File: src/design/i2cmbe_pkg.sv
// ----------------------------------------------------------------------------
// i2cmbe_pkg
// Types, constants and the phase entry function shared by the I2C bit engine.
// ----------------------------------------------------------------------------
package i2cmbe_pkg;

    typedef enum logic [2:0] {
        KIND_IDLE  = 3'd0,
        KIND_START = 3'd1,
        KIND_STOP  = 3'd2,
        KIND_WRITE = 3'd3,
        KIND_WAIT  = 3'd4,
        KIND_READ  = 3'd5
    } kind_t;

    // highest legal request code (read byte)
    localparam logic [2:0]  REQ_LAST        = 3'd4;

    localparam logic [15:0] PHASE_TICKS_RST = 16'd5;
    localparam logic [7:0]  POLL_LIMIT_RST  = 8'd250;

    // register index within the configuration map
    localparam logic REG_PHASE_TICKS = 1'b0;
    localparam logic REG_POLL_LIMIT  = 1'b1;

    typedef struct packed {
        logic       cmd_valid;
        logic [2:0] req_type;
        logic [7:0] tx_byte;
        logic       send_ack;
        logic       sda_in;
    } cmd_t;

    typedef struct packed {
        logic       scl_out;
        logic       sda_out;
        logic       sda_drive;
        logic       busy_res;
        logic       done_res;
        logic [7:0] rx_byte;
        logic       ack_ok;
        logic       ack_timeout;
    } res_t;

    typedef struct packed {
        kind_t       kind;
        logic [2:0]  phase;
        logic [3:0]  bit_count;
        logic [7:0]  shift;
        logic [15:0] tick;
        logic [8:0]  poll;
        logic        scl;
        logic        sda;
        logic        drv;
        logic        ack_ok;
        logic        timeout;
        logic        ack_level;
        logic [7:0]  rx;
    } eng_t;

    // line levels set on the tick that opens a phase
    function automatic eng_t enter_phase(eng_t s, logic [2:0] p);
        eng_t r;
        r = s;
        r.phase = p;
        unique case (s.kind)
            KIND_START: begin
                if (p == 3'd0) begin
                    r.scl = 1'b1;
                    r.sda = 1'b1;
                    r.drv = 1'b1;
                end else begin
                    r.sda = 1'b0;
                end
            end
            KIND_STOP: begin
                if (p == 3'd0) begin
                    r.scl = 1'b0;
                    r.sda = 1'b0;
                    r.drv = 1'b1;
                end else if (p == 3'd1) begin
                    r.scl = 1'b1;
                end else begin
                    r.sda = 1'b1;
                end
            end
            KIND_WRITE: begin
                if (p == 3'd0) begin
                    r.scl = 1'b0;
                    r.drv = 1'b1;
                end else if (p == 3'd1) begin
                    r.sda   = s.shift[7];
                    r.shift = {s.shift[6:0], 1'b0};
                end else if (p == 3'd2) begin
                    r.scl = 1'b1;
                end else begin
                    r.scl = 1'b0;
                end
            end
            KIND_WAIT: begin
                if (p <= 3'd1) begin
                    r.drv = 1'b0;
                    r.sda = 1'b1;
                end else if (p == 3'd2) begin
                    r.scl = 1'b1;
                end
            end
            KIND_READ: begin
                if (p == 3'd0) begin
                    r.scl = 1'b0;
                    r.drv = 1'b0;
                    r.sda = 1'b1;
                end else if (p == 3'd1) begin
                    r.scl = 1'b1;
                end else if (p == 3'd3) begin
                    r.scl = 1'b0;
                    r.drv = 1'b1;
                    r.sda = ~s.ack_level;
                end else if (p == 3'd4) begin
                    r.scl = 1'b1;
                end
            end
            default: begin
                r = r;
            end
        endcase
        return r;
    endfunction

endpackage

File: src/design/i2cmbe_engine.sv
// ----------------------------------------------------------------------------
// i2cmbe_engine
// Line state of the I2C master: advances one tick per accepted request and
// presents the result of that tick.
// ----------------------------------------------------------------------------
module i2cmbe_engine (
    input  logic               aclk,
    input  logic               aresetn,
    input  logic               step_en,
    input  i2cmbe_pkg::cmd_t   cmd,
    input  logic [15:0]        phase_ticks,
    input  logic [7:0]         ack_poll_limit,
    output i2cmbe_pkg::res_t   res
);
    import i2cmbe_pkg::*;

    eng_t        eng_reg;
    eng_t        eng_next;
    logic        done;
    logic [15:0] len;
    logic [15:0] tick_inc;

    assign len      = (phase_ticks == 16'd0) ? 16'd1 : phase_ticks;
    assign tick_inc = eng_reg.tick + 16'd1;

    // next state
    always_comb begin
        eng_next = eng_reg;
        done     = 1'b0;
        if (eng_reg.kind == KIND_IDLE) begin
            if (cmd.cmd_valid && (cmd.req_type <= REQ_LAST)) begin
                eng_next.kind      = kind_t'(cmd.req_type + 3'd1);
                eng_next.tick      = '0;
                eng_next.bit_count = '0;
                eng_next.poll      = '0;
                if (eng_next.kind == KIND_WRITE) begin
                    eng_next.shift = cmd.tx_byte;
                end
                if (eng_next.kind == KIND_READ) begin
                    eng_next.shift     = '0;
                    eng_next.ack_level = cmd.send_ack;
                end
                if (eng_next.kind == KIND_WAIT) begin
                    eng_next.ack_ok  = 1'b0;
                    eng_next.timeout = 1'b0;
                end
                eng_next = enter_phase(eng_next, 3'd0);
            end
        end else if (tick_inc < len) begin
            eng_next.tick = tick_inc;
        end else begin
            eng_next.tick = '0;
            unique case (eng_reg.kind)
                KIND_START: begin
                    if (eng_reg.phase == 3'd0) begin
                        eng_next = enter_phase(eng_next, 3'd1);
                    end else begin
                        eng_next.scl = 1'b0;
                        done         = 1'b1;
                    end
                end
                KIND_STOP: begin
                    if (eng_reg.phase < 3'd2) begin
                        eng_next = enter_phase(eng_next, eng_reg.phase + 3'd1);
                    end else begin
                        eng_next.drv = 1'b0;
                        eng_next.sda = 1'b1;
                        done         = 1'b1;
                    end
                end
                KIND_WRITE: begin
                    if (eng_reg.phase < 3'd3) begin
                        eng_next = enter_phase(eng_next, eng_reg.phase + 3'd1);
                    end else begin
                        eng_next.bit_count = eng_reg.bit_count + 4'd1;
                        if (eng_next.bit_count >= 4'd8) begin
                            done = 1'b1;
                        end else begin
                            eng_next = enter_phase(eng_next, 3'd1);
                        end
                    end
                end
                KIND_WAIT: begin
                    if (eng_reg.phase < 3'd2) begin
                        eng_next = enter_phase(eng_next, eng_reg.phase + 3'd1);
                    end else if (!cmd.sda_in) begin
                        eng_next.scl     = 1'b0;
                        eng_next.ack_ok  = 1'b1;
                        eng_next.timeout = 1'b0;
                        done             = 1'b1;
                    end else begin
                        eng_next.poll = eng_reg.poll + 9'd1;
                        if (eng_next.poll > {1'b0, ack_poll_limit}) begin
                            // out of polls: release the bus with a stop
                            eng_next.ack_ok    = 1'b0;
                            eng_next.timeout   = 1'b1;
                            eng_next.kind      = KIND_STOP;
                            eng_next.bit_count = '0;
                            eng_next           = enter_phase(eng_next, 3'd0);
                        end else begin
                            eng_next = enter_phase(eng_next, 3'd3);
                        end
                    end
                end
                KIND_READ: begin
                    if (eng_reg.phase == 3'd0) begin
                        eng_next = enter_phase(eng_next, 3'd1);
                    end else if (eng_reg.phase == 3'd1) begin
                        eng_next.shift = {eng_reg.shift[6:0], cmd.sda_in};
                        eng_next       = enter_phase(eng_next, 3'd2);
                    end else if (eng_reg.phase == 3'd2) begin
                        eng_next.bit_count = eng_reg.bit_count + 4'd1;
                        eng_next = enter_phase(eng_next,
                            (eng_next.bit_count >= 4'd8) ? 3'd3 : 3'd0);
                    end else if (eng_reg.phase == 3'd3) begin
                        eng_next = enter_phase(eng_next, 3'd4);
                    end else begin
                        eng_next.scl = 1'b0;
                        eng_next.rx  = eng_reg.shift;
                        done         = 1'b1;
                    end
                end
                default: begin
                    done = 1'b1;
                end
            endcase
            if (done) begin
                eng_next.kind  = KIND_IDLE;
                eng_next.phase = '0;
            end
        end
    end

    // result of this tick
    always_comb begin
        res.scl_out     = eng_next.scl;
        res.sda_out     = eng_next.sda;
        res.sda_drive   = eng_next.drv;
        res.busy_res    = (eng_next.kind != KIND_IDLE);
        res.done_res    = done;
        res.rx_byte     = eng_next.rx;
        res.ack_ok      = eng_next.ack_ok;
        res.ack_timeout = eng_next.timeout;
    end

    always_ff @(posedge aclk) begin
        if (!aresetn) begin
            eng_reg.kind      <= KIND_IDLE;
            eng_reg.phase     <= '0;
            eng_reg.bit_count <= '0;
            eng_reg.shift     <= '0;
            eng_reg.tick      <= '0;
            eng_reg.poll      <= '0;
            eng_reg.scl       <= 1'b1;
            eng_reg.sda       <= 1'b1;
            eng_reg.drv       <= 1'b0;
            eng_reg.ack_ok    <= 1'b0;
            eng_reg.timeout   <= 1'b0;
            eng_reg.ack_level <= 1'b0;
            eng_reg.rx        <= '0;
        end else if (step_en) begin
            eng_reg <= eng_next;
        end
    end

    a_status_excl: assert property (@(posedge aclk) disable iff (!aresetn)
        !(eng_reg.ack_ok && eng_reg.timeout))
        else $error("ack_ok and ack_timeout both set");

    a_phase_range: assert property (@(posedge aclk) disable iff (!aresetn)
        (eng_reg.kind != KIND_IDLE) |-> (eng_reg.phase <= 3'd4))
        else $error("phase index out of range");

    a_timeout_stop: assert property (@(posedge aclk) disable iff (!aresetn)
        $rose(eng_reg.timeout) |-> (eng_reg.kind == KIND_STOP))
        else $error("timeout raised without a stop sequence");

    a_idle_phase: assert property (@(posedge aclk) disable iff (!aresetn)
        (eng_reg.kind == KIND_IDLE) |-> (eng_reg.phase == 3'd0))
        else $error("idle engine with nonzero phase");

    a_poll_bound: assert property (@(posedge aclk) disable iff (!aresetn)
        eng_reg.poll <= 9'd256)
        else $error("poll count beyond limit range");

endmodule

File: src/design/i2c_master_bit_engine_unit.sv
// the result of a tick request is registered and appears on m_axis in the cycle after it is taken
// throughput: one request per cycle; s_axis_tready drops only while a result waits
// on a stalled m_axis, the single output register being the only buffer
// reset (aresetn low, synchronous): engine idle, SCL high, SDA released,
// phase_ticks 5, ack_poll_limit 250, output register empty
// ----------------------------------------------------------------------------
// i2c_master_bit_engine_unit
// I2C master bit engine with stream request/result channels and APB registers.
// ----------------------------------------------------------------------------
module i2c_master_bit_engine_unit (
    input  logic        aclk,
    input  logic        aresetn,
    // apb configuration
    input  logic        psel,
    input  logic        penable,
    input  logic        pwrite,
    input  logic [2:0]  paddr,
    input  logic [31:0] pwdata,
    output logic [31:0] prdata,
    output logic        pready,
    // request channel
    input  logic        s_axis_tvalid,
    output logic        s_axis_tready,
    input  logic [15:0] s_axis_tdata,  // cmd_valid, tx_byte[7:0], send_ack, sda_in, zero pad
    input  logic [2:0]  s_axis_tuser,  // req_type[2:0]
    // result channel
    output logic        m_axis_tvalid,
    input  logic        m_axis_tready,
    output logic [15:0] m_axis_tdata   // scl_out, sda_out, sda_drive, busy_res, done_res,
                                       // rx_byte[7:0], ack_ok, ack_timeout, zero pad
);
    import i2cmbe_pkg::*;

    logic [15:0] phase_ticks_reg;
    logic [7:0]  poll_limit_reg;
    logic        cfg_wr;
    logic        step;
    cmd_t        cmd;
    res_t        res;
    logic        m_valid_reg;
    logic        m_valid_next;
    logic [15:0] m_data_reg;
    logic [15:0] m_data_next;

    // configuration registers
    assign pready = 1'b1;
    assign cfg_wr = psel && penable && pwrite;

    always_ff @(posedge aclk) begin
        if (!aresetn) begin
            phase_ticks_reg <= PHASE_TICKS_RST;
            poll_limit_reg  <= POLL_LIMIT_RST;
        end else if (cfg_wr) begin
            if (paddr[2] == REG_PHASE_TICKS) begin
                phase_ticks_reg <= pwdata[15:0];
            end else begin
                poll_limit_reg <= pwdata[7:0];
            end
        end
    end

    assign prdata = (paddr[2] == REG_POLL_LIMIT) ? {24'd0, poll_limit_reg}
                                                 : {16'd0, phase_ticks_reg};

    // request unpack
    assign cmd.cmd_valid = s_axis_tdata[0];
    assign cmd.tx_byte   = s_axis_tdata[8:1];
    assign cmd.send_ack  = s_axis_tdata[9];
    assign cmd.sda_in    = s_axis_tdata[10];
    assign cmd.req_type  = s_axis_tuser;

    assign s_axis_tready = !m_valid_reg || m_axis_tready;
    assign step          = s_axis_tvalid && s_axis_tready;

    i2cmbe_engine u_engine (
        .aclk           (aclk),
        .aresetn        (aresetn),
        .step_en        (step),
        .cmd            (cmd),
        .phase_ticks    (phase_ticks_reg),
        .ack_poll_limit (poll_limit_reg),
        .res            (res)
    );

    // output register
    always_comb begin
        m_valid_next = m_valid_reg;
        m_data_next  = m_data_reg;
        if (step) begin
            m_valid_next = 1'b1;
            m_data_next  = {1'b0, res.ack_timeout, res.ack_ok, res.rx_byte,
                            res.done_res, res.busy_res, res.sda_drive,
                            res.sda_out, res.scl_out};
        end else if (m_axis_tready) begin
            m_valid_next = 1'b0;
        end
    end

    always_ff @(posedge aclk) begin
        if (!aresetn) begin
            m_valid_reg <= 1'b0;
        end else begin
            m_valid_reg <= m_valid_next;
        end
    end

    always_ff @(posedge aclk) begin
        m_data_reg <= m_data_next;
    end

    assign m_axis_tvalid = m_valid_reg;
    assign m_axis_tdata  = m_data_reg;

    a_accept_loads: assert property (@(posedge aclk) disable iff (!aresetn)
        step |=> m_valid_reg)
        else $error("accepted request left no result");

    a_stall_blocks: assert property (@(posedge aclk) disable iff (!aresetn)
        (m_valid_reg && !m_axis_tready) |-> !s_axis_tready)
        else $error("request taken while result stalled");

    a_done_idle: assert property (@(posedge aclk) disable iff (!aresetn)
        step && res.done_res |-> !res.busy_res)
        else $error("done reported while still busy");

endmodule

File: config.mk
export PLATFORM = sky130hd
export DESIGN_NAME = i2c_master_bit_engine_unit
export DESIGN_NICKNAME = d
export VERILOG_FILES = /design/src/design/i2cmbe_pkg.sv /design/src/design/i2cmbe_engine.sv /design/src/design/i2c_master_bit_engine_unit.sv
export SDC_FILE = /design/constraint.sdc
export NUM_CORES = 1
export LEC_CHECK = 0
export BUFFER_PORTS_ARGS = -buffer_cell sky130_fd_sc_hd__buf_4
export CORE_MARGIN = 5
export CORE_UTILIZATION = 45
export CTS_BUF_LIST = sky130_fd_sc_hd__clkbuf_2 sky130_fd_sc_hd__clkbuf_4 sky130_fd_sc_hd__clkbuf_8
export DETAILED_ROUTE_END_ITERATION = 16
export PLACE_DENSITY = 0.66
export SLEW_MARGIN = 20
export SYNTH_ARGS = -nofsm -noshare
export SYNTH_HDL_FRONTEND = slang
export SYNTH_HIERARCHICAL = 1
export SYNTH_SLANG_ARGS = --single-unit
File: constraint.sdc
create_clock -name aclk -period 3.44 [get_ports aclk]
set_input_delay 0.688 -clock aclk [delete_from_list [all_inputs] [get_ports aclk]]
set_output_delay 0.688 -clock aclk [all_outputs]
set_load 0.1 [all_outputs]
Yosys cells after proc, flatten, opt, wreduce, memory -nomap -nowiden
Cells that the tools add are included.

Reduce and logical (&&, ||, !) cells: 31. Multiply operators: 0. Equality and inequality tests: 43. Bitwise gates (word level): 2. Muxes and demuxes: 72. Shifts and indexed selects: 0. Add/sub/neg operators: 5. $lt $le $gt $ge: 7. Div/mod/pow operators: 0.

Operators by type and width (number): $pmux W57 S5 (1); $mux W54 (5); $mux W57 (4); $mux W40 (2); $mux W16 (3); $mux W43 (1); $mux W41 (1); $mux W8 (5); $mux W1 (31); $reduce_and A13 Y1 (2); $eq A3 B2 Y1 const B (8); $mux W23 (1); $mux W18 (1); $mux W2 (9); $add A16 B1 Y16 const B (1); $logic_not A16 Y1 (1); $lt A16 B16 Y1 (1); $eq A3 B1 Y1 const B (5); $eq A3 B3 Y1 const B (5); $ne A3 B2 Y1 const B (5); $ne A2 B1 Y1 const B (7); $mux W13 (1); $logic_not A3 Y1 (4); $reduce_and A10 Y1 (1); other kinds (35) (55).

Bits in latches: 0. Logic and storage cells: 178. Flip-flop bits (word level): 97. Input port bits: 61. Memories: 0. Memory bits (read-only): 0. Memory bits (writable): 0.

Depth between registers and ports, before layout
Depth in word-level cells: 16. Depth in mapped cells: 15. Mapped depth without buffers: 14.

Modules after synthesis
Netlist, hierarchy kept.

By module, submodules not included: i2cmbe_engine (area each 4989.8 sq um, cells each 641, instances 1); i2c_master_bit_engine_unit (area each 1809.2 sq um, cells each 164, instances 1).

Worst setup path before layout
No wires, ideal clock.

Kind: register to register. Start: register u_engine/eng_reg[23] in the netlist's numbering. End: register m_data_reg[2], in the netlist m_axis_tdata[2] (data pin). Slack: -53 ps. Data arrival time: 3242 ps. Library setup time: 251 ps. Cell stages (with the launch flop): 15. Data required time: 3189 ps. Clock period less this slack: 3493 ps. Path through: dfxtp_1 ha_1 nand3_1 nor3_1 and3_1 nand3_1 xnor2_1 ha_1 nand4_1 nor2_1 a21boi_1 o21ai_0 a221oi_1 a21oi_1 buf_4.

RTL lines: start: declaration (line i2cmbe_engine.sv:17) `eng_t eng_reg;`; start signal: assignment (line i2cmbe_engine.sv:162) `eng_reg <= eng_next;`; end signal: assignment (line i2c_master_bit_engine_unit.sv:108) `m_data_reg <= m_data_next;`; end: declaration (line i2c_master_bit_engine_unit.sv:42) `logic [15:0] m_data_reg;`.

Worst setup path in the final report
Start: register u_engine/eng_reg[26] in the netlist's numbering. End: register u_engine/eng_reg[31] in the netlist's numbering.

Cells in the longest elaborated chain, start to end: 4.

Ends and longest elaborated chain: $add A16 B1 Y16 (*) (line i2cmbe_engine.sv:24) `assign tick_inc = eng_reg.tick + 16'd1;`; $lt A16 B16 Y1 (line i2cmbe_engine.sv:49) `end else if (tick_inc < len) begin`; $mux W16 (*) (line i2cmbe_engine.sv:49); $mux W57 (*) (line i2cmbe_engine.sv:30) `if (eng_reg.kind == KIND_IDLE) begin`.

Every way passes the cells marked *; elsewhere a longest branch is shown, timed or not. A chain may end at the register's enable or synchronous reset.

==> flow_metrics.env <==
export IMPL_status="complete, no violations"
export IMPL_area_delta_synth_final_pct=17.56
export IMPL_worst_slew_pin_slew_ps=989.5
export IMPL_layout_nets=989
export IMPL_netlist_instances=805
export IMPL_use_met3=0.03498
export IMPL_min_path_type="reg -> reg"
export IMPL_ys_warnings_count=6
export IMPL_rrSetupSlack_ps=110
export IMPL_cp_max_fo=6
export IMPL_globalplace_congestion=0.9372
export IMPL_io_buffer_count=70
export IMPL_drive_gt1_frac=0.2444
export IMPL_cellLeakagePower_nw=3.296
export IMPL_r2r_start="u_engine/eng_reg[26]"
export IMPL_grt_max_degree=50
export IMPL_p_per_area_mw_per_mm2=331.5
export IMPL_worstSetupEndpointType="flip-flop"
export IMPL_dieHeight_microns=132.9
export IMPL_syn_area_sq_mm=0.006799
export IMPL_peakVddDrop_mv=0.2462
export IMPL_diodes=0
export IMPL_max_slew_margin=0.3399
export IMPL_design_area_sq_mm=0.007993
export IMPL_holdBufCountCts=0
export IMPL_cts_buffers=9
export IMPL_avgSynthCellArea_sq_um=8.446
export IMPL_top_usage_layer="met2"
export IMPL_design_die_area_sq_mm=0.01767
export IMPL_hpwlAfterDp_microns=12770
export IMPL_critPathLaunchType="flip-flop"
export IMPL_ys_seq_area_frac=0.3077
export IMPL_ctsLongestPathBuffers=2
export IMPL_fin_crit_sh=0.9674
export IMPL_hold_violations=0
export IMPL_stdcell_count=1084
export IMPL_grt_total_usage=0.1935
export IMPL_critical_path_arrival_ps=3670
export IMPL_startpoint="u_engine/eng_reg[26]"
export IMPL_wirelength_microns=17460
export IMPL_synth_edf_count=15
export IMPL_layout_min_cycle_time_ps=3328
export IMPL_multi_input_area_sq_mm=0.004278
export IMPL_gr_total_overflow=0
export IMPL_num_rows=45
export IMPL_final_cell_mix="122 x buf_4, 109 x nand2_1, 78 x dfxtp_1"
export IMPL_grt_pass1_vias=5652
export IMPL_largest_register_ffs=57
export IMPL_async_flop_share=0
export IMPL_first_iter_violations=343
export IMPL_ios=112
export IMPL_maxCapViolations=0
export IMPL_slew_violations=0
export IMPL_grt_pass1_wl_microns=28410
export IMPL_fill_cells=1412
export IMPL_use_met1=0.2669
export IMPL_max_freq_ghz=0.3005
export IMPL_cts_sinks=97
export IMPL_hold_start="u_engine/eng_reg[7]"
export IMPL_path_class="reg -> reg"
export IMPL_synth_seq_cells=97
export IMPL_antenna_left=0
export IMPL_synth_cell_type_count=87
export IMPL_setup_viol=0
export IMPL_wl_per_cell_microns=16.11
export IMPL_antenna_found_initial=0
export IMPL_dpl_cell_area_sq_mm=0.007630
export IMPL_cts_tree="built"
export IMPL_die_w_microns=132.9
export IMPL_dpl_cell_count=1065
export IMPL_first_pass_iters=5
export IMPL_area_sequential_sq_mm=0.002100
export IMPL_htreeDepth=3
export IMPL_skew_ps=15.43
export IMPL_clk_latency_ps=400
export IMPL_root_buffer="clkbuf_8"
export IMPL_final_common_cell="buf_4"
export IMPL_start_util=0.4523
export IMPL_whs_ps=464.7
export IMPL_drc_errors=0
export IMPL_synth_flop_cell="dfxtp_1"
export IMPL_vias=5995
export IMPL_finalSetupTns_ps=0
export IMPL_routed_via_density=5.530
export IMPL_core_sq_mm=0.01503
export IMPL_grt_util_met2=0.3030
export IMPL_path_clk_slew_ps=110
export IMPL_critPathRequiredTime_ps=3780
-- worst paths after layout --
check | endpoint | cells after the start
max | u_engine/eng_reg[31] | 15
min | u_engine/eng_reg[7] | 2
max reg2reg | u_engine/eng_reg[31] | 15
min reg2reg | u_engine/eng_reg[7] | 2
-- logic make-up after synthesis --
family                   count (synthesis)  share of synthesized area
XOR/XNOR                                23                    0.03073
AO/OA/AOI/OAI                          173                     0.1888
multiplexers                            50                    0.07637
other                                    2                   0.001105
flip-flops                              97                     0.3077
buffers and inverters                  109                    0.08852
AND/OR/NAND/NOR                        314                     0.2387
adder cells (fa/ha/maj)                 37                    0.06809
-- layout make-up --
| cell class | instances | share of cell area |
|---|---|---|
| clock buffer | 9 | 0.01550 |
| clock inverter | 7 | 0.01205 |
| inverter | 40 | 0.01879 |
| multi-input combinational | 615 | 0.5352 |
| sequential | 97 | 0.2627 |
| tap | 188 | 0.02943 |
| timing repair buffer | 128 | 0.1263 |
-- per-layer routing --
layer / wire (microns) / vias up
li1: - / 2997
met1: 8194 / 2779
met5: 0 / -
met4: 348 / 0
met2: 7935 / 191
met3: 986 / 28
-- report_power, final --
group	switching [mW]	internal (mW)	total [mW]
sequential	0.0190	1.18	1.20
combinational	0.435	0.164	0.599
clock	0.495	0.361	0.856
-- Yosys cell counts (12+ instances only) --
| library cell | count | area share |
|---|---|---|
| xnor2_1 | 12 | 0.015 |
| mux2_2 | 15 | 0.025 |
| a21oi_1 | 37 | 0.027 |
| nand4_1 | 13 | 0.012 |
| nor2b_1 | 38 | 0.035 |
| nand3_1 | 26 | 0.019 |
| buf_2 | 12 | 0.0088 |
| edfxtp_1 | 15 | 0.066 |
| buf_4 | 35 | 0.039 |
| clkbuf_1 | 17 | 0.0094 |
| dfxtp_1 | 82 | 0.24 |
| o21ai_0 | 28 | 0.021 |
| nor2_1 | 46 | 0.025 |
| mux2i_1 | 35 | 0.052 |
| ha_1 | 37 | 0.068 |
| nand2_1 | 109 | 0.060 |
| inv_1 | 40 | 0.022 |
-- metrics by stage --
| step | util | setup WS, ps | total power, mW |
|---|---|---|---|
| detailed placement | 0.5075 | -108.5 | 1.808 |
| floorplan | - | 6.248 | 1.682 |
| global placement | 0.5075 | -82.88 | 1.805 |
| global route | 0.5317 | -52.56 | 2.745 |
| CTS | 0.5243 | 14.23 | 2.661 |
| finish | 0.5317 | 112.2 | 2.650 |
-- worst max-delay path, cell delays in order, from the launching register on --
cell     delay, ps
dfxtp_2        350
nand2_1         70
or4_4          560
nor2_4         130
buf_4          140
xor2_2         140
ha_1           280
a21oi_2        150
o21ai_2         80
buf_4          140
a21oi_4        230
and2_4         180
nand4_1        240
buf_6          230
o21ai_0        210
a21o_1         140
-- repair_timing --
action	in CTS	in global routing
setup endpoints to repair	44	56
buffers inserted	1	2
gates resized for setup	7	24
pin swaps	2	8
No activity file was read; power rests on OpenSTA's default activity.
